--- src/sv/assert_macros.svh ---
// ----------------------------------------------------------------------------
// Assertion macros
// Shared forms for the concurrent checks of the register access unit.
// ----------------------------------------------------------------------------
`ifndef ASSERT_MACROS_SVH
`define ASSERT_MACROS_SVH

// Plain clocked property, switched off while reset is high.
`define SCCB_ASSERT(label, clk, rst, prop, msg) \
  label: assert property (@(posedge clk) disable iff (rst) prop) else $error(msg);

// Same-cycle implication built on the plain form.
`define SCCB_ASSERT_IMPL(label, clk, rst, ante, cons, msg) \
  `SCCB_ASSERT(label, clk, rst, (ante) |-> (cons), msg)

`endif

--- src/sv/sccb_pkg.sv ---
// ----------------------------------------------------------------------------
// SCCB register access package
// Item types, codes and the phase programme of the bit-level sequencer.
// ----------------------------------------------------------------------------
`timescale 1ns / 1ps

package sccb_pkg;

  // Input item opcodes.
  localparam logic [1:0] OP_TICK  = 2'd0;
  localparam logic [1:0] OP_WRITE = 2'd1;
  localparam logic [1:0] OP_READ  = 2'd2;

  // Configuration register indexes.
  localparam logic CFG_DEVICE_ADDRESS = 1'b0;
  localparam logic CFG_PHASE_TICKS    = 1'b1;

  localparam logic [7:0]  DEVICE_ADDRESS_RESET = 8'd66;
  localparam logic [15:0] PHASE_TICKS_RESET    = 16'd50;
  localparam logic [7:0]  READ_BIT             = 8'h01;

  // Sequencer steps.
  localparam logic [5:0] STEP_WRITE = 6'd0;
  localparam logic [5:0] STEP_READ  = 6'd21;
  localparam logic [5:0] STEP_COUNT = 6'd58;
  localparam logic [5:0] STEP_IDLE  = 6'd63;

  localparam logic [3:0] BITS_PER_BYTE = 4'd8;

  // Line levels as {scl, sda, enable}; idle is both lines high and driven.
  localparam logic [2:0] LINES_IDLE = 3'b111;

  // Command queue depth.
  localparam int QUEUE_DEPTH = 2;

  typedef struct packed {
    logic [1:0] opcode;
    logic [7:0] reg_addr;
    logic [7:0] write_data;
    logic       sda_in;
  } sccb_in_t;

  typedef struct packed {
    logic       scl;
    logic       sda_out;
    logic       sda_enable;
    logic       busy_res;
    logic       done_res;
    logic       ack_error;
    logic [7:0] read_data;
  } sccb_out_t;

  // Classified item as held in the queue.
  typedef enum logic [1:0] {
    KIND_TICK,
    KIND_WRITE,
    KIND_READ,
    KIND_NOP
  } kind_t;

  typedef struct packed {
    kind_t      kind;
    logic [7:0] reg_addr;
    logic [7:0] write_data;
    logic       sda_in;
  } sccb_cmd_t;

  // Source of the SDA level within a phase.
  typedef enum logic [1:0] {
    SDA_LO,
    SDA_HI,
    SDA_BIT
  } sda_src_t;

  // Byte loaded into the shifter on entering a phase.
  typedef enum logic [2:0] {
    LOAD_NONE,
    LOAD_ID,
    LOAD_IDR,
    LOAD_REG,
    LOAD_DATA
  } load_t;

  // Action at the end of a phase.
  typedef enum logic [2:0] {
    ACT_NONE,
    ACT_ACK,
    ACT_LOOPW,
    ACT_SAMPLE,
    ACT_LOOPR,
    ACT_FIN
  } act_t;

  typedef struct packed {
    logic     scl;
    sda_src_t sda;
    logic     oe;
    load_t    load;
    act_t     act;
  } phase_row_t;

  localparam phase_row_t ROW_ST0 = '{scl: 1'b1, sda: SDA_HI, oe: 1'b1,
                                     load: LOAD_NONE, act: ACT_NONE};
  localparam phase_row_t ROW_ST1 = '{scl: 1'b1, sda: SDA_LO, oe: 1'b1,
                                     load: LOAD_NONE, act: ACT_NONE};
  localparam phase_row_t ROW_ALO = '{scl: 1'b0, sda: SDA_HI, oe: 1'b0,
                                     load: LOAD_NONE, act: ACT_NONE};
  localparam phase_row_t ROW_AHI = '{scl: 1'b1, sda: SDA_HI, oe: 1'b0,
                                     load: LOAD_NONE, act: ACT_ACK};
  localparam phase_row_t ROW_GLO = '{scl: 1'b0, sda: SDA_HI, oe: 1'b1,
                                     load: LOAD_NONE, act: ACT_NONE};
  localparam phase_row_t ROW_GHI = '{scl: 1'b1, sda: SDA_HI, oe: 1'b1,
                                     load: LOAD_NONE, act: ACT_NONE};
  localparam phase_row_t ROW_BHI = '{scl: 1'b1, sda: SDA_BIT, oe: 1'b1,
                                     load: LOAD_NONE, act: ACT_LOOPW};
  localparam phase_row_t ROW_SP0 = '{scl: 1'b0, sda: SDA_LO, oe: 1'b1,
                                     load: LOAD_NONE, act: ACT_NONE};
  localparam phase_row_t ROW_SP1 = '{scl: 1'b1, sda: SDA_LO, oe: 1'b1,
                                     load: LOAD_NONE, act: ACT_NONE};
  localparam phase_row_t ROW_SP2 = '{scl: 1'b1, sda: SDA_HI, oe: 1'b1,
                                     load: LOAD_NONE, act: ACT_FIN};
  localparam phase_row_t ROW_BID = '{scl: 1'b0, sda: SDA_BIT, oe: 1'b1,
                                     load: LOAD_ID, act: ACT_NONE};
  localparam phase_row_t ROW_BIR = '{scl: 1'b0, sda: SDA_BIT, oe: 1'b1,
                                     load: LOAD_IDR, act: ACT_NONE};
  localparam phase_row_t ROW_BRG = '{scl: 1'b0, sda: SDA_BIT, oe: 1'b1,
                                     load: LOAD_REG, act: ACT_NONE};
  localparam phase_row_t ROW_BDT = '{scl: 1'b0, sda: SDA_BIT, oe: 1'b1,
                                     load: LOAD_DATA, act: ACT_NONE};
  localparam phase_row_t ROW_RLO = '{scl: 1'b0, sda: SDA_HI, oe: 1'b0,
                                     load: LOAD_NONE, act: ACT_SAMPLE};
  localparam phase_row_t ROW_RHI = '{scl: 1'b1, sda: SDA_HI, oe: 1'b0,
                                     load: LOAD_NONE, act: ACT_LOOPR};

  // Phase programme: steps 0 to 20 write a register, 21 to 57 read one.
  function automatic phase_row_t phase_row(input logic [5:0] step);
    phase_row_t row;
    unique case (step)
      6'd0, 6'd21, 6'd40:                           row = ROW_ST0;
      6'd1, 6'd22, 6'd41:                           row = ROW_ST1;
      6'd2, 6'd23:                                  row = ROW_BID;
      6'd42:                                        row = ROW_BIR;
      6'd8, 6'd29:                                  row = ROW_BRG;
      6'd14:                                        row = ROW_BDT;
      6'd3, 6'd9, 6'd15, 6'd24, 6'd30, 6'd43:       row = ROW_BHI;
      6'd4, 6'd10, 6'd16, 6'd25, 6'd31, 6'd44:      row = ROW_ALO;
      6'd5, 6'd11, 6'd17, 6'd26, 6'd32, 6'd45:      row = ROW_AHI;
      6'd6, 6'd7, 6'd12, 6'd13, 6'd27, 6'd28, 6'd33, 6'd34,
      6'd46, 6'd47, 6'd50, 6'd51, 6'd53:            row = ROW_GLO;
      6'd37, 6'd38, 6'd39, 6'd52:                   row = ROW_GHI;
      6'd48:                                        row = ROW_RLO;
      6'd49:                                        row = ROW_RHI;
      6'd18, 6'd35, 6'd54, 6'd55:                   row = ROW_SP0;
      6'd19, 6'd36, 6'd56:                          row = ROW_SP1;
      6'd20, 6'd57:                                 row = ROW_SP2;
      default:                                      row = ROW_GHI;
    endcase
    return row;
  endfunction

endpackage

--- src/sv/sccb_front.sv ---
// ----------------------------------------------------------------------------
// SCCB front end
// Accepts input items, classifies the opcode and queues them for the
// sequencer in a two-entry queue.
// ----------------------------------------------------------------------------
`timescale 1ns / 1ps

module sccb_front (
  input  logic                 clk,
  input  logic                 rst,
  input  logic                 in_valid,
  output logic                 in_ready,
  input  sccb_pkg::sccb_in_t   in_data,
  output logic                 q_valid,
  output sccb_pkg::sccb_cmd_t  q_item,
  input  logic                 q_pop
);

  sccb_pkg::sccb_cmd_t slots [sccb_pkg::QUEUE_DEPTH];
  sccb_pkg::sccb_cmd_t cmd;
  logic                wr_ptr;
  logic                rd_ptr;
  logic [1:0]          count;
  logic                push;

  // Classify the opcode; the reserved code becomes an item with no effect.
  always_comb begin
    cmd.reg_addr   = in_data.reg_addr;
    cmd.write_data = in_data.write_data;
    cmd.sda_in     = in_data.sda_in;
    unique case (in_data.opcode)
      sccb_pkg::OP_TICK:  cmd.kind = sccb_pkg::KIND_TICK;
      sccb_pkg::OP_WRITE: cmd.kind = sccb_pkg::KIND_WRITE;
      sccb_pkg::OP_READ:  cmd.kind = sccb_pkg::KIND_READ;
      default:            cmd.kind = sccb_pkg::KIND_NOP;
    endcase
  end

  assign in_ready = (count != 2'(sccb_pkg::QUEUE_DEPTH));
  assign push     = in_valid && in_ready;
  assign q_valid  = (count != 2'd0);
  assign q_item   = slots[rd_ptr];

  // Queue storage.
  always_ff @(posedge clk) begin
    if (push) begin
      slots[wr_ptr] <= cmd;
    end
  end

  // Queue pointers and fill level.
  always_ff @(posedge clk) begin
    if (rst) begin
      wr_ptr <= 1'b0;
      rd_ptr <= 1'b0;
      count  <= 2'd0;
    end else begin
      if (push) begin
        wr_ptr <= ~wr_ptr;
      end
      if (q_pop) begin
        rd_ptr <= ~rd_ptr;
      end
      if (push && !q_pop) begin
        count <= count + 2'd1;
      end else if (q_pop && !push) begin
        count <= count - 2'd1;
      end
    end
  end

endmodule

--- src/sv/sccb_back.sv ---
// ----------------------------------------------------------------------------
// SCCB back end
// Bit-level sequencer: while the result register is not stalled, takes one
// queued item per cycle, steps the phase programme and registers a result for each.
// ----------------------------------------------------------------------------
`timescale 1ns / 1ps

module sccb_back (
  input  logic                 clk,
  input  logic                 rst,
  input  logic                 q_valid,
  input  sccb_pkg::sccb_cmd_t  q_item,
  output logic                 q_pop,
  input  logic [7:0]           device_address,
  input  logic [15:0]          phase_ticks,
  output logic                 out_valid,
  input  logic                 out_ready,
  output sccb_pkg::sccb_out_t  out_data
);

  logic [5:0]  step;
  logic [15:0] phase_count;
  logic [3:0]  bit_count;
  logic [7:0]  shift_byte;
  logic [7:0]  held_register;
  logic [7:0]  held_data;
  logic        is_read;
  logic        error_flag;
  logic [7:0]  received_byte;
  logic [2:0]  lines;

  logic [5:0]  step_next;
  logic [15:0] phase_count_next;
  logic [3:0]  bit_count_next;
  logic [7:0]  shift_byte_next;
  logic [7:0]  held_register_next;
  logic [7:0]  held_data_next;
  logic        is_read_next;
  logic        error_flag_next;
  logic [7:0]  received_byte_next;
  logic [2:0]  lines_next;
  logic        done_next;

  sccb_pkg::phase_row_t cur_row;
  sccb_pkg::phase_row_t tgt_row;
  logic [16:0] tick_count;
  logic [16:0] tick_limit;
  logic [3:0]  bit_inc;
  logic [5:0]  target;
  logic        enter;
  logic        sda_level;

  // Take an item whenever the result register is free or being emptied.
  assign q_pop = q_valid && (!out_valid || out_ready);

  // Sequencer next state for the item at the head of the queue.
  always_comb begin
    step_next          = step;
    phase_count_next   = phase_count;
    bit_count_next     = bit_count;
    shift_byte_next    = shift_byte;
    held_register_next = held_register;
    held_data_next     = held_data;
    is_read_next       = is_read;
    error_flag_next    = error_flag;
    received_byte_next = received_byte;
    lines_next         = lines;
    done_next          = 1'b0;
    enter              = 1'b0;
    target             = step + 6'd1;
    cur_row            = sccb_pkg::phase_row(step);
    tick_count         = {1'b0, phase_count} + 17'd1;
    tick_limit         = (phase_ticks == 16'd0) ? 17'd1 : {1'b0, phase_ticks};
    bit_inc            = bit_count + 4'd1;

    if (step >= sccb_pkg::STEP_COUNT) begin
      // Idle: a command starts a transaction, anything else is dropped.
      if (q_item.kind == sccb_pkg::KIND_WRITE || q_item.kind == sccb_pkg::KIND_READ) begin
        held_register_next = q_item.reg_addr;
        held_data_next     = q_item.write_data;
        is_read_next       = (q_item.kind == sccb_pkg::KIND_READ);
        error_flag_next    = 1'b0;
        bit_count_next     = 4'd0;
        phase_count_next   = 16'd0;
        enter              = 1'b1;
        target             = (q_item.kind == sccb_pkg::KIND_READ) ?
                             sccb_pkg::STEP_READ : sccb_pkg::STEP_WRITE;
      end
    end else if (q_item.kind == sccb_pkg::KIND_TICK) begin
      if (tick_count < tick_limit) begin
        phase_count_next = tick_count[15:0];
      end else begin
        // End of phase: carry out its action, then move on.
        phase_count_next = 16'd0;
        unique case (cur_row.act)
          sccb_pkg::ACT_ACK: begin
            if (!is_read && q_item.sda_in) begin
              error_flag_next = 1'b1;
            end
          end
          sccb_pkg::ACT_SAMPLE: begin
            shift_byte_next = {shift_byte[6:0], q_item.sda_in};
          end
          sccb_pkg::ACT_LOOPW, sccb_pkg::ACT_LOOPR: begin
            if (cur_row.act == sccb_pkg::ACT_LOOPW) begin
              shift_byte_next = {shift_byte[6:0], 1'b0};
            end
            if (bit_inc < sccb_pkg::BITS_PER_BYTE) begin
              bit_count_next = bit_inc;
              target         = step - 6'd1;
            end else begin
              bit_count_next = 4'd0;
              if (cur_row.act == sccb_pkg::ACT_LOOPR) begin
                received_byte_next = shift_byte;
              end
            end
          end
          default: begin
          end
        endcase
        if (cur_row.act == sccb_pkg::ACT_FIN) begin
          step_next  = sccb_pkg::STEP_IDLE;
          lines_next = sccb_pkg::LINES_IDLE;
          done_next  = 1'b1;
        end else begin
          enter = 1'b1;
        end
      end
    end

    // Enter the target phase: load the shifter and set the line levels.
    tgt_row   = sccb_pkg::phase_row(target);
    sda_level = 1'b1;
    if (enter) begin
      step_next = target;
      if (tgt_row.load != sccb_pkg::LOAD_NONE && bit_count_next == 4'd0) begin
        unique case (tgt_row.load)
          sccb_pkg::LOAD_ID:   shift_byte_next = device_address;
          sccb_pkg::LOAD_IDR:  shift_byte_next = device_address | sccb_pkg::READ_BIT;
          sccb_pkg::LOAD_REG:  shift_byte_next = held_register_next;
          default:             shift_byte_next = held_data_next;
        endcase
      end
      unique case (tgt_row.sda)
        sccb_pkg::SDA_LO:  sda_level = 1'b0;
        sccb_pkg::SDA_BIT: sda_level = shift_byte_next[7];
        default:           sda_level = 1'b1;
      endcase
      lines_next = {tgt_row.scl, sda_level, tgt_row.oe};
    end
  end

  // Sequencer state.
  always_ff @(posedge clk) begin
    if (rst) begin
      step          <= sccb_pkg::STEP_IDLE;
      phase_count   <= 16'd0;
      bit_count     <= 4'd0;
      shift_byte    <= 8'd0;
      held_register <= 8'd0;
      held_data     <= 8'd0;
      is_read       <= 1'b0;
      error_flag    <= 1'b0;
      received_byte <= 8'd0;
      lines         <= sccb_pkg::LINES_IDLE;
    end else if (q_pop) begin
      step          <= step_next;
      phase_count   <= phase_count_next;
      bit_count     <= bit_count_next;
      shift_byte    <= shift_byte_next;
      held_register <= held_register_next;
      held_data     <= held_data_next;
      is_read       <= is_read_next;
      error_flag    <= error_flag_next;
      received_byte <= received_byte_next;
      lines         <= lines_next;
    end
  end

  // Result register valid flag.
  always_ff @(posedge clk) begin
    if (rst) begin
      out_valid <= 1'b0;
    end else if (q_pop) begin
      out_valid <= 1'b1;
    end else if (out_ready) begin
      out_valid <= 1'b0;
    end
  end

  // Result register payload.
  always_ff @(posedge clk) begin
    if (q_pop) begin
      out_data.scl        <= lines_next[2];
      out_data.sda_out    <= lines_next[1];
      out_data.sda_enable <= lines_next[0];
      out_data.busy_res   <= (step_next < sccb_pkg::STEP_COUNT);
      out_data.done_res   <= done_next;
      out_data.ack_error  <= done_next & error_flag_next;
      out_data.read_data  <= received_byte_next;
    end
  end

endmodule

--- src/sv/sccb_master_register_access_unit.sv ---
// ----------------------------------------------------------------------------
// SCCB master register access unit
// Bit-level SCCB master: register write and register read transactions
// paced by tick items, with a line-level result for every item.
//
// Input channel in_valid/in_ready carries opcode, reg_addr, write_data and
// sda_in; output channel out_valid/out_ready returns one result per item.
// An accepted item is written into the queue, and the sequencer then
// registers its result in the result register. One item is taken every
// cycle while out_ready is high: a two-entry queue sits between the front
// end and the sequencer, and the sequencer retires one item per cycle into
// the result register, so ticks may stream back to back.
// When out_ready is low, the result register holds, the queue fills and
// in_ready drops once both entries are full.
// Configuration writes on cfg_valid/cfg_ready (always ready) set the device
// address and the phase length; write them only while no items are in flight.
// Reset clears the queue and sets both lines high and driven, with the
// device address at 66 and 50 ticks per phase.
// ----------------------------------------------------------------------------
`timescale 1ns / 1ps
`include "assert_macros.svh"

module sccb_master_register_access_unit (
  input  logic                 clk,
  input  logic                 rst,
  input  logic                 in_valid,
  output logic                 in_ready,
  input  sccb_pkg::sccb_in_t   in_data,
  output logic                 out_valid,
  input  logic                 out_ready,
  output sccb_pkg::sccb_out_t  out_data,
  input  logic                 cfg_valid,
  output logic                 cfg_ready,
  input  logic                 cfg_index,
  input  logic [15:0]          cfg_data
);

  logic [7:0]          device_address;
  logic [15:0]         phase_ticks;
  logic                q_valid;
  logic                q_pop;
  sccb_pkg::sccb_cmd_t q_item;

  assign cfg_ready = 1'b1;

  // Configuration registers.
  always_ff @(posedge clk) begin
    if (rst) begin
      device_address <= sccb_pkg::DEVICE_ADDRESS_RESET;
      phase_ticks    <= sccb_pkg::PHASE_TICKS_RESET;
    end else if (cfg_valid && cfg_ready) begin
      unique case (cfg_index)
        sccb_pkg::CFG_DEVICE_ADDRESS: device_address <= cfg_data[7:0];
        default:                      phase_ticks    <= cfg_data;
      endcase
    end
  end

  // Front end: accept, classify, queue.
  sccb_front u_front (
    .clk      (clk),
    .rst      (rst),
    .in_valid (in_valid),
    .in_ready (in_ready),
    .in_data  (in_data),
    .q_valid  (q_valid),
    .q_item   (q_item),
    .q_pop    (q_pop)
  );

  // Back end: phase sequencer and result register.
  sccb_back u_back (
    .clk            (clk),
    .rst            (rst),
    .q_valid        (q_valid),
    .q_item         (q_item),
    .q_pop          (q_pop),
    .device_address (device_address),
    .phase_ticks    (phase_ticks),
    .out_valid      (out_valid),
    .out_ready      (out_ready),
    .out_data       (out_data)
  );

  // A finished transaction leaves the block idle.
  `SCCB_ASSERT_IMPL(a_done_not_busy, clk, rst, out_valid && out_data.done_res, !out_data.busy_res, "done item still busy")
  // An acknowledge error is reported only with done.
  `SCCB_ASSERT_IMPL(a_error_with_done, clk, rst, out_valid && out_data.ack_error, out_data.done_res, "ack error without done")
  // An empty queue always has room for an item.
  `SCCB_ASSERT_IMPL(a_empty_queue_ready, clk, rst, !q_valid, in_ready, "empty queue refuses items")
  // The sequencer only takes items that the queue holds.
  `SCCB_ASSERT_IMPL(a_pop_needs_item, clk, rst, q_pop, q_valid, "pop from empty queue")

endmodule
--- config.mk ---
export PLATFORM = sky130hd
export DESIGN_NAME = sccb_master_register_access_unit
export DESIGN_NICKNAME = d
export VERILOG_FILES = /design/src/sv/sccb_pkg.sv /design/src/sv/sccb_front.sv /design/src/sv/sccb_back.sv /design/src/sv/sccb_master_register_access_unit.sv
export VERILOG_INCLUDE_DIRS = /design/src /design/src/sv
export SDC_FILE = /design/constraint.sdc
export NUM_CORES = 1
export LEC_CHECK = 0
export BUFFER_PORTS_ARGS = -buffer_cell sky130_fd_sc_hd__buf_2
export CAP_MARGIN = 20
export CORE_UTILIZATION = 60
export CTS_BUF_LIST = sky130_fd_sc_hd__clkbuf_8
export DETAILED_ROUTE_END_ITERATION = 8
export GPL_TIMING_DRIVEN = 0
export PLACE_DENSITY = 0.85
export SYNTH_ARGS = -nofsm -noshare
export SYNTH_HDL_FRONTEND = slang
export SYNTH_SLANG_ARGS = --single-unit
--- constraint.sdc ---
create_clock -name clk -period 6.25 [get_ports clk]
set_input_delay 0.625 -clock clk [delete_from_list [all_inputs] [get_ports clk]]
set_output_delay 0.625 -clock clk [all_outputs]
set_load 0.01 [all_outputs]
## Word level (Yosys, flattened, before mapping)

Memories as Yosys holds them, arrays and structs flattened. A register that Yosys moved wholly into a read port is not among the register bits.
Cells that the tools add are included.

| word-level totals | value |
|---|---|
| flip-flop bits (word level) | 106 |
| memory bits (writable) | 38 |
| memory bits (read-only) | 1,280 |
| input port bits | 41 |
| output and inout bits | 17 |
| logic and storage cells | 155 |
| memories | 3 |

Memories:

| name | words | width | rd ports | clocked after memory_dff | wr ports | RTL line | RTL |
|---|---|---|---|---|---|---|---|
| (no name shown) | 64 | 10 | 1 | 1 | 0 | sccb_pkg.sv:138 | `unique case (step)` |
| (no name shown) | 64 | 10 | 1 | 0 | 0 | sccb_pkg.sv:138 |  |
| u_front.slots | 2 | 19 | 1 | 1 | 1 | sccb_front.sv:19 | `sccb_pkg::sccb_cmd_t slots [sccb_pkg::QUEUE_DEPTH];` |

| operators by class | value |
|---|---|
| add/sub/neg operators | 6 |
| order comparisons | 4 |
| equal/unequal tests | 15 |
| muxes and demuxes | 73 |
| bitwise gates (word level) | 4 |
| reduce and logical (&&, ||, !) cells | 27 |

Operators by type and width:

| operator | count |
|---|---|
| 8-bit two-way mux | 16 |
| 16-bit two-way mux | 5 |
| 6-bit two-way mux | 13 |
| 4-bit two-way mux | 6 |
| 8-bit one-hot mux with 3 select lines | 1 |
| 1-bit two-way mux | 21 |
| 16-bit by 1-bit adder with 17-bit output, second input constant | 1 |
| 17-bit < comparator | 1 |
| 16-bit zero test | 1 |
| 8-bit one-hot mux with 2 select lines | 1 |
| 3-bit two-way mux | 5 |
| 3-bit by 2-bit == test with 1-bit output, second input constant | 4 |
| 2-bit nonzero test | 4 |
| 6-bit by 1-bit adder with 6-bit output, second input constant | 1 |
| 2-bit == test, second input constant | 3 |
| 3-bit by 1-bit == test with 1-bit output, second input constant | 2 |
| 3-bit == test, second input constant | 2 |
| 6-bit >= comparator, second input constant | 1 |
| 1-bit logical AND | 6 |
| 2-bit zero test | 3 |
| 6-bit < comparator, second input constant | 1 |
| 2-bit one-hot mux with 3 select lines | 1 |
| 3-bit AND reduction | 2 |
| 6-bit by 1-bit subtractor with 6-bit output, second input constant | 1 |
| other kinds (17) | 27 |

## Logic depth before layout (Yosys ltp)

Gate-level depths: netlist (run 1).
An unclocked memory read counts as a cell.

| logic depth | value |
|---|---|
| depth in word-level cells | 13 |
| depth in mapped cells | 24 |
| mapped depth without buffers | 22 |

## Hierarchy

From an unflattened synthesis (run 1), not the netlist that was laid out.

| second synthesis, totals | value |
|---|---|
| cells, all modules | 900 |
| area, all modules | 8,504.4 um^2 |

By module, submodules not included:

| module | instances | cells each | area each (um^2) | sequential area each (um^2) |
|---|---|---|---|---|
| sccb_back | 1 | 711 | 5,831.8 | 1,761.7 |
| sccb_front | 1 | 85 | 1,607.8 | 1,241.2 |
| sccb_master_register_access_unit | 1 | 104 | 1,064.8 | 480.5 |

## Worst setup path after synthesis (run 1)

Ideal clock, no wire load.

| timing path | value |
|---|---|
| kind | flip-flop to flip-flop |
| start | reg u_back.phase_count[2] |
| end | reg u_back.out_data[12] (netlist name) |
| setup time | 262 ps |
| arrival time | 4,895 ps |
| required time | 5,988 ps |
| slack | 1,094 ps |
| cell stages (with the launch flop) | 23 |
| path buffers | 1 |
| clock period less this slack | 5,156 ps |
| cells stage by stage | dfxtp_1 -> nand3_1 -> nor2_1 -> and3_1 -> and3_1 -> and2_1 -> nand4_1 -> xnor2_1 -> ha_1 -> a211o_1 -> a21oi_1 -> o211ai_2 -> o21a_1 -> buf_4 -> mux2i_1 -> inv_1 -> ha_1 -> mux2_2 -> a32o_2 -> xor2_2 -> nor2b_1 -> o311ai_2 -> nand2_1 |

| on the way | value |
|---|---|
| word-level cells in the longest chain between the ends | 11 |
| elaborated cells on any way between the ends | 30 |
| those cells by class | add/sub: 1; order compare: 1; eq/ne: 4; mux: 19; reduce/logical: 4; memory: 1 |

Ends and longest elaborated chain:

| what | RTL line | RTL |
|---|---|---|
| start: declaration | sccb_back.sv:22 | `logic [15:0] phase_count;` |
| start signal: assignment | sccb_back.sv:168 | `phase_count <= phase_count_next;` |
| 16-bit by 1-bit adder with 17-bit output * | sccb_back.sv:72 | `tick_count = {1'b0, phase_count} + 17'd1;` |
| 17-bit < comparator * | sccb_back.sv:90 | `if (tick_count < tick_limit) begin` |
| 6-bit two-way mux | sccb_back.sv:90 |  |
| 6-bit two-way mux | sccb_back.sv:89 | `end else if (q_item.kind == sccb_pkg::KIND_TICK) begin` |
| 6-bit two-way mux | sccb_back.sv:76 | `if (step >= sccb_pkg::STEP_COUNT) begin` |
| memory read 64 x 10 bit | - |  |
| 3-bit by 2-bit == test with 1-bit output (tied with other cells) | sccb_back.sv:137 | `unique case (tgt_row.load)` |
| 8-bit one-hot mux with 3 select lines / 1-bit logical AND (equally long branches) | sccb_back.sv:137, sccb_back.sv:136 |  |
| 8-bit two-way mux | sccb_back.sv:136 | `if (tgt_row.load != sccb_pkg::LOAD_NONE && bit_count_next == 4'd0) begin` |
| 1-bit one-hot mux with 2 select lines | sccb_back.sv:144 | `unique case (tgt_row.sda)` |
| 3-bit two-way mux * | sccb_back.sv:134 | `if (enter) begin` |
| named net u_back.lines_next[1] | sccb_back.sv:41 | `logic [2:0] lines_next;` |

The timed path passes the listed nets; every way through them passes the cells marked *.
A chain may end at the register's enable or synchronous reset.

## Final worst setup path (run 1)

| timing path | value |
|---|---|
| start | reg u_back.phase_count[2] |
| end | reg u_back.out_data[12] (netlist name) |

| on the way | value |
|---|---|
| word-level cells in the longest chain between the ends | 11 |
| elaborated cells on any way between the ends | 30 |
| those cells by class | add/sub: 1; order compare: 1; eq/ne: 4; mux: 19; reduce/logical: 4; memory: 1 |

Ends and longest elaborated chain:

| what | RTL line |
|---|---|
| 16-bit by 1-bit adder with 17-bit output * | sccb_back.sv:72 |
| 17-bit < comparator * | sccb_back.sv:90 |
| 6-bit two-way mux | sccb_back.sv:90 |
| 6-bit two-way mux | sccb_back.sv:89 |
| 6-bit two-way mux | sccb_back.sv:76 |
| memory read 64 x 10 bit | - |
| 3-bit by 2-bit == test with 1-bit output (tied with other cells) | sccb_back.sv:137 |
| 8-bit one-hot mux with 3 select lines / 1-bit logical AND (equally long branches) | sccb_back.sv:137, sccb_back.sv:136 |
| 8-bit two-way mux | sccb_back.sv:136 |
| 1-bit one-hot mux with 2 select lines | sccb_back.sv:144 |
| 3-bit two-way mux * | sccb_back.sv:134 |
| named net u_back.lines_next[1] | sccb_back.sv:41 |

Marked as above.

==> results list, run 1 <==
- Dividing the synthesized area by the synthesized cell count gives about 9.1 sq um.
- Summed over all failing endpoints, the final setup total negative slack is 0 ns.
- In the synthesized netlist, the cells that appear most often are 100 x nand2_1, 96 x dfxtp_1, 91 x nor2_1, 56 x a21oi_1, 52 x edfxtp_1.
- Class of the tightest hold or removal check: in -> reg
- After floorplanning, the core was divided into a little over 40 placement rows.
- Die Width: around 120 um
- Power per Cell Area: about 570 nW/um^2
- Buffer levels on the longest clock path: 2
* Fin Clk Skew: 0.0105 ns
- Portion of the clock cycle consumed by the worst path in the final layout: 0.971
- Of the total synthesized cell area, the portion taken by full adders, half adders and majority gates is 0.0538.
- Maximum number of pins on one net before global-route repair: 20
- Summing over every cut layer, the via total after detailed routing is between 6,000 and 7,000.
- The share of synthesized area in the top cell type comes to 0.243.
- The netlist uses 83 different library cells.
- Setup repair after global routing could not meet its margin everywhere.
- Setup violations remaining at the end of the flow were counted as 0.
- Relative to the synthesized area, the layout overhead comes to 12.3%.
* Fraction of layout instances using a drive strength above 1: 0.146
- Slew at the pin closest to its max-slew limit: around 0.9 ns
- Number of antenna violations at the first check in global routing: 0
* Detailed-router iteration count before antenna repair: 5
- For this configuration, the core starts out at a cell density of 0.621.
- In this run the top signal layer used is met4.
- Fin. Hold Viols: 0
- Vias in the first global route: ~6,400
- TritonCTS built the clock tree.
- Number of vias per cell: between 5 and 6
* Net count after synthesis: about 940
- Once detail routing completed, the nets flagged for antenna violations numbered 0.
- Total wire length after detailed routing: around 19,000 um
- Diodes inserted: 0
- Top_reg_cell synth: dfxtp_1
- The slowest stage of the critical path belongs to the cell dfxtp_1.
- Counting flops with an async set or reset pin after synthesis yields a share of 0.
- For the worst flop-to-flop path, the logic depth is 23.
* IO Port Bufs: 54
* Share of synthesized area occupied by flip-flops and latches: 0.441
- First DRT Iteration DRCs: about 640
- VDD sags by at most between 0.3 and 0.4 mV.
* Count of cells along the worst hold path: 1
- Wire length of the first global-routing pass: between 30,000 and 40,000 um
- Clock slew seen by the registers of the worst setup and hold paths: 0.08 ns
- Highest Clock Rate: between 150 and 200 MHz
- Headroom to the max-slew limit came out at 0.399.
- Wire length per cell: between 15 and 20 um
* Flip-flop and latch count after synthesis: 148
- Number of pins exceeding their max-slew limit in the final report: 0
- The tightest hold path in the finished design has a slack of roughly 0.35 ns.
- Number of warning messages in the yosys log: 0
- After synthesis, the largest family of logic cells by area is simple AND/OR/NAND/NOR gates.
- Of the total synthesized cell area, the portion taken by XOR and XNOR cells is 0.0353.
- Met2 wire len: ~9200 um
- Count of mapped cells out of synthesis: just under 900
* Total DRC errors in the routed layout: 0
- Depth of the CTS H-tree: 4
* Total global routing overflow: 0
- The core region is about 13,000 sq um.
- Ordered list of cells on the worst path: nand3_1 -> nor2_1 -> and3_1 -> and3_1 -> and2_1 -> nand4_1 -> xnor2_1 -> ha_1 -> a211o_1 -> a21oi_1 -> o211ai_2 -> o21a_1 -> buf_4 -> mux2i_4 -> inv_1 -> ha_1 -> o211ai_1 -> a211oi_1 -> a32o_2 -> nand2b_1 -> o22ai_2 -> o311ai_2 -> nand2_1
- Startpoint kind of the worst setup timing path: flop
* Number of enable flip-flop cells after synthesis: 52
- Of all nets on the critical path, the largest fanout is 10.
- Die area: 13,600 sq um
- Post-layout minimum cycle time: between 6 and 7 ns
- For the worst setup path, the data required time is roughly 6.5 ns.
- In the detailed route, the total length drawn on met3 is ~1100 um.
- Clock tree synthesis inserted a total of 17 buffers.
* Library cell occupying the most area in the post-synthesis netlist: dfxtp_1
* Multiplexer share of the synthesized area: 0.0446
* Fraction of the mapped netlist area in compound gates: 0.183
- Critical path capture point type: flop
- Top post-synthesis cells by area: dfxtp_1 24%, edfxtp_1 20%, ha_1 5.4%
- Netlist area before placement: roughly 8000 sq um
- Die Height: ~120 um
- Post-layout net count: roughly 1,000
- The flow ran to the end, and the final reports show no timing, DRC or antenna violations.
- STA puts the critical path data arrival time at ~6.3 ns.
- For this design the static power due to leakage is around 3.4 nW.
* Count of max-cap constraint violations: 0
- Detailed placement ended at an HPWL of approximately 14,000 um.
- Number of clock sinks: 148
* Type of the worst setup path: reg -> reg
* Met1 Routed Length: around 7900 um
- In this run the clock root is driven by a clkbuf_8.
- Number of buffers inserted by hold repair at cts: 0
* Area share of and/or/nand/nor cells after synthesis: 0.198
- For this run, the slowest stage of the critical path takes about 0.4 ns.
- Insertion delay to the later sink of the worst-skew pair: between 0.4 and 0.5 ns
- Most frequently used cell type in the post-synthesis netlist: nand2_1
- GRT Resource Usage Total: 0.291
- In this run the count of I/O pins placed on the die edge is a little under 60.
- Final weighted congestion of routability-driven global placement: about 0.9
==> logic make-up (layout without fill, tap and decap cells) <==
kind of cell | Yosys count | count (layout)
other | 1 | 1
XOR/XNOR | 31 | 31
AND/OR/NAND/NOR | 327 | 327
adder cells (fa/ha/maj) | 34 | 34
flip-flops | 148 | 148
multiplexers | 34 | 34
buffers and inverters | 86 | 173
AO/OA/AOI/OAI | 207 | 207
==> critical path, delay by kind of cell (launching register included) <==
kind	cells	cell delay, ns
and+or+nand+nor	8	1.69
adders and majority gates	2	0.63
AOI/OAI and AO/OA	9	2.16
DFF	1	0.40
buffers and inverters	2	0.45
xor gates and xnor gates	1	0.22
muxes	1	0.24
==> power by group <==
part / switching [mW] / leakage (nW) / internal [mW]
clock network: 0.396 / 0.223 / 0.447
registers: 0.114 / 1.27 / 1.26
logic: 1.86 / 1.90 / 1.03
==> timing repair <==
item / CTS / global route
buffers inserted: 0 / 0
setup endpoints to repair: 0 / 10
gates resized for setup: 0 / 3
==> per-stage QoR <==
stage           util  std cells  cell area (sq um)  power (mW)  worst slack, ns
6_report       0.698       1127               8870        5.10            0.182
2_1_floorplan      -        868               7900        3.48             1.09
3_3_place_gp   0.659       1094               8390        4.12            0.138
4_1_cts        0.696       1127               8860        5.04          0.00125
5_1_grt        0.698       1127               8870        5.44          -0.0930
3_5_place_dp   0.661       1095               8410        4.20           0.0172
==> cell type report <==
cell class              count  area (sq um)
multi-input cells         634          4090
fillers                  1010          3850
flip-flops and latches    148          3480
repair buffers             55           285
clock buffers              17           234
plain buffers              52           220
clock inverters            15           218
well taps                 172           215
inverters                  34           128
==> layer usage <==
metal	global-route usage	vias to the layer above
met4	0.123	0
met2	0.502	203
met1	0.357	3187
li1	-	3281
met5	0	-
met3	0.0577	35
==> flip-flops by register name (all words and copies together) (netlist names), named ones only <==
register / flops
u_back.out_data: 14
u_back.cur_row: 3
u_back.received_byte: 8
u_back.held_data: 8
u_back.error_flag: 1
u_back.out_valid: 1
u_back.shift_byte: 8
u_front.rd_ptr: 1
u_back.held_register: 8
u_back.is_read: 1
u_back.step: 6
phase_ticks: 16
u_front.slots: 38
u_back.bit_count: 4
u_back.phase_count: 16
u_front.wr_ptr: 1
device_address: 8
u_back.lines: 3
u_front.count: 2
==> worst paths after layout <==
kind                                                    startpoint                       endpoint  slack [ns]
worst max register to register  u_back.phase_count[2]$_SDFFE_PP0P_  u_back.out_data[12]$_DFFE_PP_        0.18
worst min-delay path                                    in_data[6]  u_front.slots[1][6]$_DFFE_PP_        0.35
worst min register to register         u_back.is_read$_SDFFE_PP0P_    u_back.is_read$_SDFFE_PP0P_        0.46
worst max-delay path            u_back.phase_count[2]$_SDFFE_PP0P_  u_back.out_data[12]$_DFFE_PP_        0.18
==> placed cells by master (no fill, tap or decap), drive strengths merged, types with 5 or more instances in the layout <==
cell type  netlist  routed
nand4            6       6
a21oi           57      57
clkbuf          37      54
inv             34      41
mux2i           24      24
nor4            19      19
ha              34      34
nor2b           12      12
o22ai           21      21
nor3            26      26
edfxtp          52      52
mux2            10      10
nand2b          15      15
a21o             9       9
and3             6       6
and2             6       6
nor2            92      92
o21ai           27      27
a211o            5       5
or2              6       6
nand3b          10      10
a22oi           15      15
nand2          100     100
xor2            15      15
a211oi          20      20
o211ai          14      14
dfxtp           96      96
nand3           18      18
or3              5       5
buf             15      70
xnor2           16      16
Note: power is estimated with default switching activity, not from simulation.
==> inputs of run 2 (changes only) <==
--- a/config.mk
+++ b/config.mk
@@ -13,6 +13,8 @@
 export DETAILED_ROUTE_END_ITERATION = 8
 export GPL_TIMING_DRIVEN = 0
 export PLACE_DENSITY = 0.85
+export RECOVER_POWER = 25
 export SYNTH_ARGS = -nofsm -noshare
 export SYNTH_HDL_FRONTEND = slang
+export SYNTH_HIERARCHICAL = 1
 export SYNTH_SLANG_ARGS = --single-unit
==> constraint.sdc (replaced) <==
create_clock -name clk -period 6.25 [get_ports clk]
set_input_delay 1.25 -clock clk [delete_from_list [all_inputs] [get_ports clk]]
set_output_delay 1.25 -clock clk [all_outputs]
set_load 0.01 [all_outputs]
==> run 2 against run 1 <==
Against the previous run:
- total power decreased by 1.1%
- critical path depth decreased by 1
- worst hold slack better by 0.11 ns
- critical path type unchanged
- highest routed layer unchanged
==> results list, run 2 <==
* Switching power summed over all nets: 2.42 mW
- Max-cap violations in this run came to 0.
- Startpoint kind of the worst setup timing path: flop
- At the end of routability-driven placement, the weighted congestion stood at 0.946.
* Clock buffer count from CTS: 17
- In the final routing, the length of wire on met1 measures roughly 8900 um.
- The routed design uses 9620 um of met2 wire.
- Top_reg_cell synth: dfxtp_1
* Net count after synthesis: approximately 970
- The detail route stage leaves a number of antenna-violating nets equal to 0.
- The share of synthesized area in the top cell type comes to 0.226.
* Area added between synthesis and finish: 10.5%
* Maximum number of pins on one net before global-route repair: 20
* Cell internal power dissipation: roughly 2.6 mW
- Highest-delay cell along the critical path: or4_1
* Post-layout minimum cycle time: roughly 6.0 ns
* Total wire length after detailed routing: 20,200 um
* Share of power burned in combinational logic: 0.602
- The initial utilization of the core area, before any placement, comes to 0.615.
- Most common library cells after synthesis: 105 x nand2_1, 96 x dfxtp_1, 72 x a21oi_1, 52 x edfxtp_1, 52 x nor2_1
- Number of enable flip-flop cells after synthesis: 52
- The filler cells instantiated in the layout total ~1,100.
* First DRT Iteration DRCs: 789
- Sequential share of power: 0.254
- Number of antenna violations at the first check in global routing: 0
- Top library cells by usage in the layout, fill and taps aside: 105 x nand2_1, 96 x dfxtp_1, 73 x a21oi_1
- Sw Share: 0.480
* Share of synthesized area occupied by flip-flops and latches: 0.410
- In this run the top signal layer used is met4.
* Synthesized area per cell: 9.45 sq um
- Total design power: a little over 5 mW
- Setup slack on the worst flop-to-flop path: 0.30 ns
- Maximum fanout along the worst path: 8
- The number of hold violations in the final report was 0.
- Multi-input logic area: between 4000 and 5000 sq um
- Worst voltage drop across the vdd grid: between 0.3 and 0.4 mV
- After clock tree synthesis, the clock-pin slew on the worst setup and hold paths is 0.09 ns.
* Number of flip-flops under the largest register name: 38
- Data on the critical path is required at its endpoint by roughly 6.6 ns.
- GRT Resource Usage Total: 0.283
- Yosys instantiated no cell more often than nand2_1.
- After the last flow step, the layout net total stands at ~1,000.
- Register containing the most flip-flops in the final layout: u_front/slots
* Count of cell types in the netlist: 99
- In the routed design, unresolved DRC markers number 0.
- Ranked by total cell area, the synthesized netlist is headed by dfxtp_1 23%, edfxtp_1 18%, ha_1 4.7%.
- Wire length of the first global-routing pass: 32,300 um
- Clock network power share: 0.145
- Total global routing overflow: 0
- The finished cells cover around 9400 sq um.
* Die area: 14,700 sq um
- Diodes inserted: 0
* Fin Clk Skew: 0.0120 ns
* Largest incremental delay on the critical path: approximately 0.54 ns
* Final instance count without filler cells: about 1,200
- Library cell occupying the most area in the post-synthesis netlist: dfxtp_1
- Outcome: finished clean
- IO Port Bufs: 52
* Number of pins exceeding their max-slew limit in the final report: 0
- The synthesized design contains 148 register bits.
- TritonCTS built the clock tree.
- Leaving out fill and tap cells, the most frequent cell in the layout is nand2_1.
- The die is around 120 um tall.
- Based on the critical path, the design can be clocked at up to between 150 and 200 MHz.
- For this design the ratio of total power to cell area is between 500 and 600 nW/um^2.
- Detailed routing inserted a total of 7,168 vias.
- For the worst setup path, the data arrival time is about 6.3 ns.
- Number of warning messages in the yosys log: 6
* Post-DP Area: 9000 sq um
* Setup TNS: 0 ns
- Number of vias per cell: between 6 and 7
- Measured along the x axis, the die boundary spans 121 um.
* Top Ports: 58
- The kind of cell with the highest combined delay along the critical path is simple AND/OR/NAND/NOR gates.
- The tree is rooted in a clkbuf_8.
- Netlist area before placement: 8500 sq um
- Measured against its own limit, the worst slew margin works out to 0.386.
* Critical path capture point type: flop
* Dpl hpwl: about 15,000 um
- The min-delay analysis places its worst path in the category reg -> reg.
- Before antenna repair, the detailed router went through 6 iterations.
- CTS saw about 150 sinks.
- Among the stages of the critical path, the cell type that occurs most often is and3_1.
- The signal on the critical path passes through and3_1 -> and3_1 -> and3_1 -> and3_1 -> nand3_1 -> xnor2_1 -> ha_1 -> nand4_1 -> nor2_1 -> and3_4 -> nor3b_2 -> o21a_2 -> mux2i_4 -> inv_1 -> ha_1 -> o211a_1 -> mux2i_2 -> or2_2 -> buf_4 -> o2bb2ai_1 -> or4_1 -> o311a_1.
- Slew at the pin closest to its max-slew limit: approximately 0.92 ns
- Type of the worst setup path: reg -> reg
* Area taken by flip-flops and latches: between 3000 and 4000 sq um
- After synthesis, the share of flip-flops with an asynchronous set or reset is 0.
- Number of placement rows: 43
- Area inside the core boundary: around 14,000 sq um
- Insertion delay to the later sink of the worst-skew pair: ~0.46 ns
- Vias in the first global route: ~6,600
- Wire length per cell: between 15 and 20 um
- In the final layout, the share of cells above drive strength 1 is 0.178.
- Number of cells after detailed placement: 1,133
* Leakage: 3.58 nW
- Amount of wire on met3 after detailed routing: 1370 um
- The largest registers in the layout are u_front/slots x38, phase_ticks x16, u_back/phase_count x16.
- Depth of the CTS H-tree: 4
- In the synthesized netlist, the number of instances is 900.
- Portion of the clock cycle consumed by the worst path in the final layout: 0.952
* Buffer levels on the longest clock path: 2
- The number of hold buffers added after CTS was 0.
* Final-report setup violation count: 0
- Setup repair after global routing missed its margin: no
* Combined buffer and inverter count along the critical path: 2
[run 2: changes by cell type after synthesis, moves of 10 or more]
cell	delta
a211oi_1	-14
o22ai_1	-15
nor2_1	-39
a21oi_1	+16
nand3_1	+17
nor2b_1	-10
nor3_1	-13
mux2_2	+16
[run 2: path summary, 6_finish.rpt]
check	start	endpoint	depth (start not counted)
setup / recovery	u_back/phase_count[2]$_SDFFE_PP0P_	u_back/shift_byte[6]$_SDFFE_PP0P_	22
hold / removal	u_back/held_register[5]$_SDFFE_PP0P_	u_back/held_register[5]$_SDFFE_PP0P_	2
setup reg to reg	u_back/phase_count[2]$_SDFFE_PP0P_	u_back/shift_byte[6]$_SDFFE_PP0P_	22
hold reg to reg	u_back/held_register[5]$_SDFFE_PP0P_	u_back/held_register[5]$_SDFFE_PP0P_	2
[run 2: power by group through the flow]
| stage | logic (mW) | registers [mW] | clock network (mW) |
|---|---|---|---|
| after floorplan | 2.22 | 1.30 | 0 |
| after global placement | 2.88 | 1.30 | 0 |
| after detailed placement | 2.91 | 1.30 | 0 |
| after CTS | 2.94 | 1.28 | 0.738 |
| after global routing | 3.26 | 1.30 | 0.781 |
| final | 3.03 | 1.28 | 0.729 |
[run 2: tightest hold or removal path: cells and delay by family, from the launching register on]
kind             cells  cell delay, ns
flip-flops           1            0.32
AND/OR/NAND/NOR      1            0.05
AO/OA/AOI/OAI        1            0.05
[run 2: per-stage QoR]
step / util / hold WS (ns) / worst slack [ns]
3_5_place_dp: 0.651 / 0.447 / -0.0352
6_report: 0.679 / 0.460 / 0.299
4_1_cts: 0.680 / 0.460 / 0.123
5_1_grt: 0.679 / 0.480 / 0.0497
3_3_place_gp: 0.650 / 0.438 / 0.0599
2_1_floorplan: - / 0.433 / 1.02
[run 2: area by class of cell]
cell class,count,area share
Multi-Input combinational cell,659,0.488
Clock buffer,17,0.0249
Buffer,52,0.0305
Timing Repair Buffer,53,0.0284
Clock inverter,15,0.0170
Inverter,40,0.0165
Sequential cell,148,0.371
Tap cell,180,0.0240
[run 2: metal layers]
metal / up-vias / global-route usage
li1: 3424 / -
met1: 3423 / 0.380
met2: 284 / 0.458
met3: 37 / 0.0555
met4: 0 / 0.0934
met5: - / 0
[run 2: kinds of logic after synthesis]
| kind of cell | count (synthesis) | synth area share |
|---|---|---|
| muxes | 53 | 0.0677 |
| DFF | 148 | 0.410 |
| xor gates and xnor gates | 33 | 0.0349 |
| and+or+nand+nor | 309 | 0.187 |
| adders and majority gates | 32 | 0.0471 |
| buffers and inverters | 93 | 0.0530 |
| other | 1 | 0.000441 |
| AOI/OAI and AO/OA | 231 | 0.200 |
[run 2: timing repair]
item | in CTS | in global routing
pin swaps | 0 | 0
hold endpoints to repair | 0 | 0
setup buffers | 0 | 0
setup endpoints to repair | 5 | 9
gates resized for setup | 1 | 2
==> inputs of run 3 (changes only) <==
--- a/config.mk
+++ b/config.mk
@@ -6,6 +6,7 @@
 export SDC_FILE = /design/constraint.sdc
 export NUM_CORES = 1
 export LEC_CHECK = 0
+export ABC_AREA = 1
 export BUFFER_PORTS_ARGS = -buffer_cell sky130_fd_sc_hd__buf_2
 export CAP_MARGIN = 20
 export CORE_UTILIZATION = 60
@@ -16,5 +17,4 @@
 export RECOVER_POWER = 25
 export SYNTH_ARGS = -nofsm -noshare
 export SYNTH_HDL_FRONTEND = slang
-export SYNTH_HIERARCHICAL = 1
 export SYNTH_SLANG_ARGS = --single-unit
==> run 3 against run 2 <==
Against the previous run:
- die area shrank 3.1%
- clock power grew 4.3%
- non-clock buffer count shrank 9
- critical path type unchanged
- largest cell class unchanged
- highest routed layer unchanged
==> results list, run 3 <==
* Number of cells after detailed placement: 1,271
- Synthesis handed over a netlist of ~1,000 instances.
- Vias in the first global route: a little under 7,000
- The total overflow left after global routing is 0.
- Top library cells by usage in the layout, fill and taps aside: 206 x nand2_1, 111 x inv_1, 99 x nor2_1, 96 x dfxtp_1, 87 x a21oi_1
- Total DRC errors in the routed layout: 0
- Compared with the post-synthesis result, the final layout area differs by 11.1%.
- Biggest registers after layout: u_front.slots x38, phase_ticks x16, u_back.phase_count x16
* Pre-CTS setup slack: 0.478 ns
- Depth of the CTS H-tree: 4
* First DRT Iteration DRCs: 606
* Post-route cell area: slightly above 9000 sq um
- For this design the ratio of total power to cell area is roughly 560 nW/um^2.
- Entering global routing, the biggest net connects 24 pins.
- Number of buffers inserted by hold repair at cts: 0
- After global routing, the most crowded layer is met2.
- Overall via count from detail_route: between 7,000 and 8,000
- At the end of routability-driven placement, the weighted congestion stood at 0.940.
* Top Ports: 58
- The tool flagged a number of max-cap violations equal to 0.
- Final-report setup violation count: 0
- Netlist area before placement: roughly 8000 sq um
- Class of the tightest hold or removal check: reg -> reg
- The critical path starts at u_back.phase_count[0]$_SDFFE_PP0P_.
- For met1 alone, demand over resource in global routing was 0.368.
- In this design, the critical path's most frequently occurring cell is nand2_1.
- The initial antenna violation count was 0.
- The critical path is of the reg -> reg type.
- Share of synthesized area occupied by flip-flops and latches: 0.423
- STA classifies the critical path startpoint as a flop.
- Most common library cells after synthesis: 206 x nand2_1, 107 x inv_1, 99 x nor2_1, 96 x dfxtp_1, 87 x a21oi_1
- In the synthesized netlist the dominant register cell turns out to be dfxtp_1.
* Fin. Hold Viols: 0
- The clock arrives with 0.0134 ns of skew.
* Number of placement rows: 42
- Fraction of layout instances using a drive strength above 1: 0.153
* CP endpoint: u_back.lines[1]$_SDFFE_PP1P_
- Normalized max-slew margin: 0.377
* Synthesized area per cell: about 8 sq um
- Register containing the most flip-flops in the final layout: u_front.slots
- Measured on the finished design, the core utilization comes to 0.688.
- Along the worst path, the maximum fanout reaches 8.
* Die area: 14,200 sq um
* Insertion delay to the later sink of the worst-skew pair: roughly 0.46 ns
- In this run, synthesis produced a sequential element count of approximately 150.
- Die Width: approximately 120 um
* Final instance count without filler cells: between 1,000 and 1,500
- At the worst endpoint, the arrival time is 5.60 ns.
- The largest total area in the synthesized netlist belongs to dfxtp_1.
- The worst register-to-register path ends at u_back.lines[1]$_SDFFE_PP1P_.
- Count of cell types in the netlist: between 50 and 60
* Leakage: about 4.0 nW
- Minimum hold slack: 0.455 ns
- Global-route track usage on met3: 0.0560
- For this run, the slowest stage of the critical path takes roughly 0.44 ns.
* Highest Clock Rate: between 150 and 200 MHz
* Highest-delay cell along the critical path: dfxtp_1
* Dpl hpwl: roughly 14,000 um
- The clock net in this run drives a total of approximately 150 sinks.
* Area inside the core boundary: 13,300 sq um
- Worst voltage drop across the vdd grid: ~0.31 mV
* Cells resized by post-CTS repair: 0
- Number of flip-flops under the largest register name: 38
- After synthesis, the share of flip-flops with an asynchronous set or reset is 0.
- Total design power: 5.16 mW
- Beginning of the worst register-to-register path: u_back.phase_count[0]$_SDFFE_PP0P_
* Diodes inserted: 0
- Area taken by flip-flops and latches: about 3500 sq um
- Data required, critical path: 6.66 ns
- Counting flops with a built-in enable in the synthesized netlist gives 52.
- IO Port Bufs: 53
- The first global-routing pass estimated ~33,000 um of wire.
- GRT Resource Usage Total: 0.293
* Setup TNS: 0 ns
- Clock buffer count from CTS: 17
- Setup repair after global routing missed its margin: no
* CTS tree: built
- Yosys attributes the largest share of cell area to dfxtp_1 23%, edfxtp_1 19%, nand2_1 9.4%.
- Outcome: finished clean
- Post-layout net count: between 1,000 and 1,500
- Setup slack on the worst reg-to-reg path comes out at around 1.1 ns.
- Number of vias per cell: 5.65
- In this run the cell area measured after placement is slightly below 9000 sq um.
- Initial cell density of the core: 0.619
* Setup bufs post-CTS: 0
- Net count after synthesis: roughly 1,100
* Portion of the clock cycle consumed by the worst path in the final layout: 0.829
* Most frequently used cell type in the post-synthesis netlist: nand2_1
- Buffer levels on the longest clock path: 2
- The library cell used most frequently in the layout, excluding fill and tap cells, is nand2_1.
- Clock tree synthesis selected as its root buffer the cell clkbuf_8.
- For this run, the detailed router's first-pass iteration total came to 5.
- Number of cells on the worst reg-to-reg path: 34
- STA classifies the critical path endpoint as a flop.
- Wire length per cell: 15.1 um
* Die Height: between 100 and 150 um
- Residual antenna-violating net count after detailed routing: 0
- For this block, the routed nets add up to around 20,000 um of wire.
- Post-layout minimum cycle time: around 5.2 ns
- The share of synthesized area in the top cell type comes to 0.233.
* Slew at the pin closest to its max-slew limit: between 0.9 and 1 ns
* Number of pins exceeding their max-slew limit in the final report: 0
* Layout filler cell count: ~1,100
* Clock slew seen by the registers of the worst setup and hold paths: ~0.090 ns
* Fin worst setup slack: roughly 1.1 ns
- Number of warning messages in the yosys log: 0
- In the global route stage, met2 resource usage came out at 0.483.
- Multi-input logic area: approximately 4100 sq um
-- run 3: area by class of cell --
class                           count  area share
Sequential cell                   148       0.381
Clock inverter                     15      0.0183
Tap cell                          176      0.0241
Inverter                          118      0.0493
Multi-Input combinational cell    734       0.450
Clock buffer                       17      0.0256
Buffer                             40      0.0198
Timing Repair Buffer               56      0.0316
-- run 3: metal layers --
metal  vias to the layer above  share of wire
li1                       3624              -
met5                         -              0
met4                         0          0.037
met1                      3437           0.43
met2                       250           0.48
met3                        63          0.053
-- run 3: worst min-delay path by stage --
stage | from | to | slack (ns) | cells after the start
after floorplan | u_front.rd_ptr$_SDFFE_PP0P_ | flop | 0.43 | 1
after global placement | u_front.rd_ptr$_SDFFE_PP0P_ | u_front.rd_ptr$_SDFFE_PP0P_ | 0.44 | 1
after detailed placement | u_front.rd_ptr$_SDFFE_PP0P_ | flop | 0.44 | 1
after CTS | u_front.rd_ptr$_SDFFE_PP0P_ | u_front.rd_ptr$_SDFFE_PP0P_ | 0.46 | 1
after global routing | u_back.lines[1]$_SDFFE_PP1P_ | u_back.lines[1]$_SDFFE_PP1P_ | 0.49 | 2
final | u_front.rd_ptr$_SDFFE_PP0P_ | u_front.rd_ptr$_SDFFE_PP0P_ | 0.45 | 1
-- run 3: kinds of logic (layout without fill, tap and decap cells) --
kind of cell | after synthesis | after routing | share of synthesized area
compound gates | 229 | 229 | 0.154
xor+xnor | 21 | 21 | 0.0223
fa+ha+maj | 34 | 34 | 0.0517
buf+inv | 158 | 246 | 0.0767
flops | 148 | 148 | 0.423
mux | 21 | 21 | 0.0286
other cells | 1 | 1 | 0.000455
simple gates | 428 | 428 | 0.243
-- run 3: power by group --
part	switching (mW)	total [mW]	internal (mW)	leakage (nW)
combinational	2.06	3.01	0.948	2.48
sequential	0.121	1.40	1.28	1.28
clock	0.369	0.760	0.391	0.208
-- run 3: worst max-delay path, delay by kind of cell, from the launching register on --
family,cells,cell delay (ns)
flops,1,0.44
compound gates,1,0.36
xor+xnor,1,0.19
fa+ha+maj,2,0.55
simple gates,27,3.24
buf+inv,3,0.35
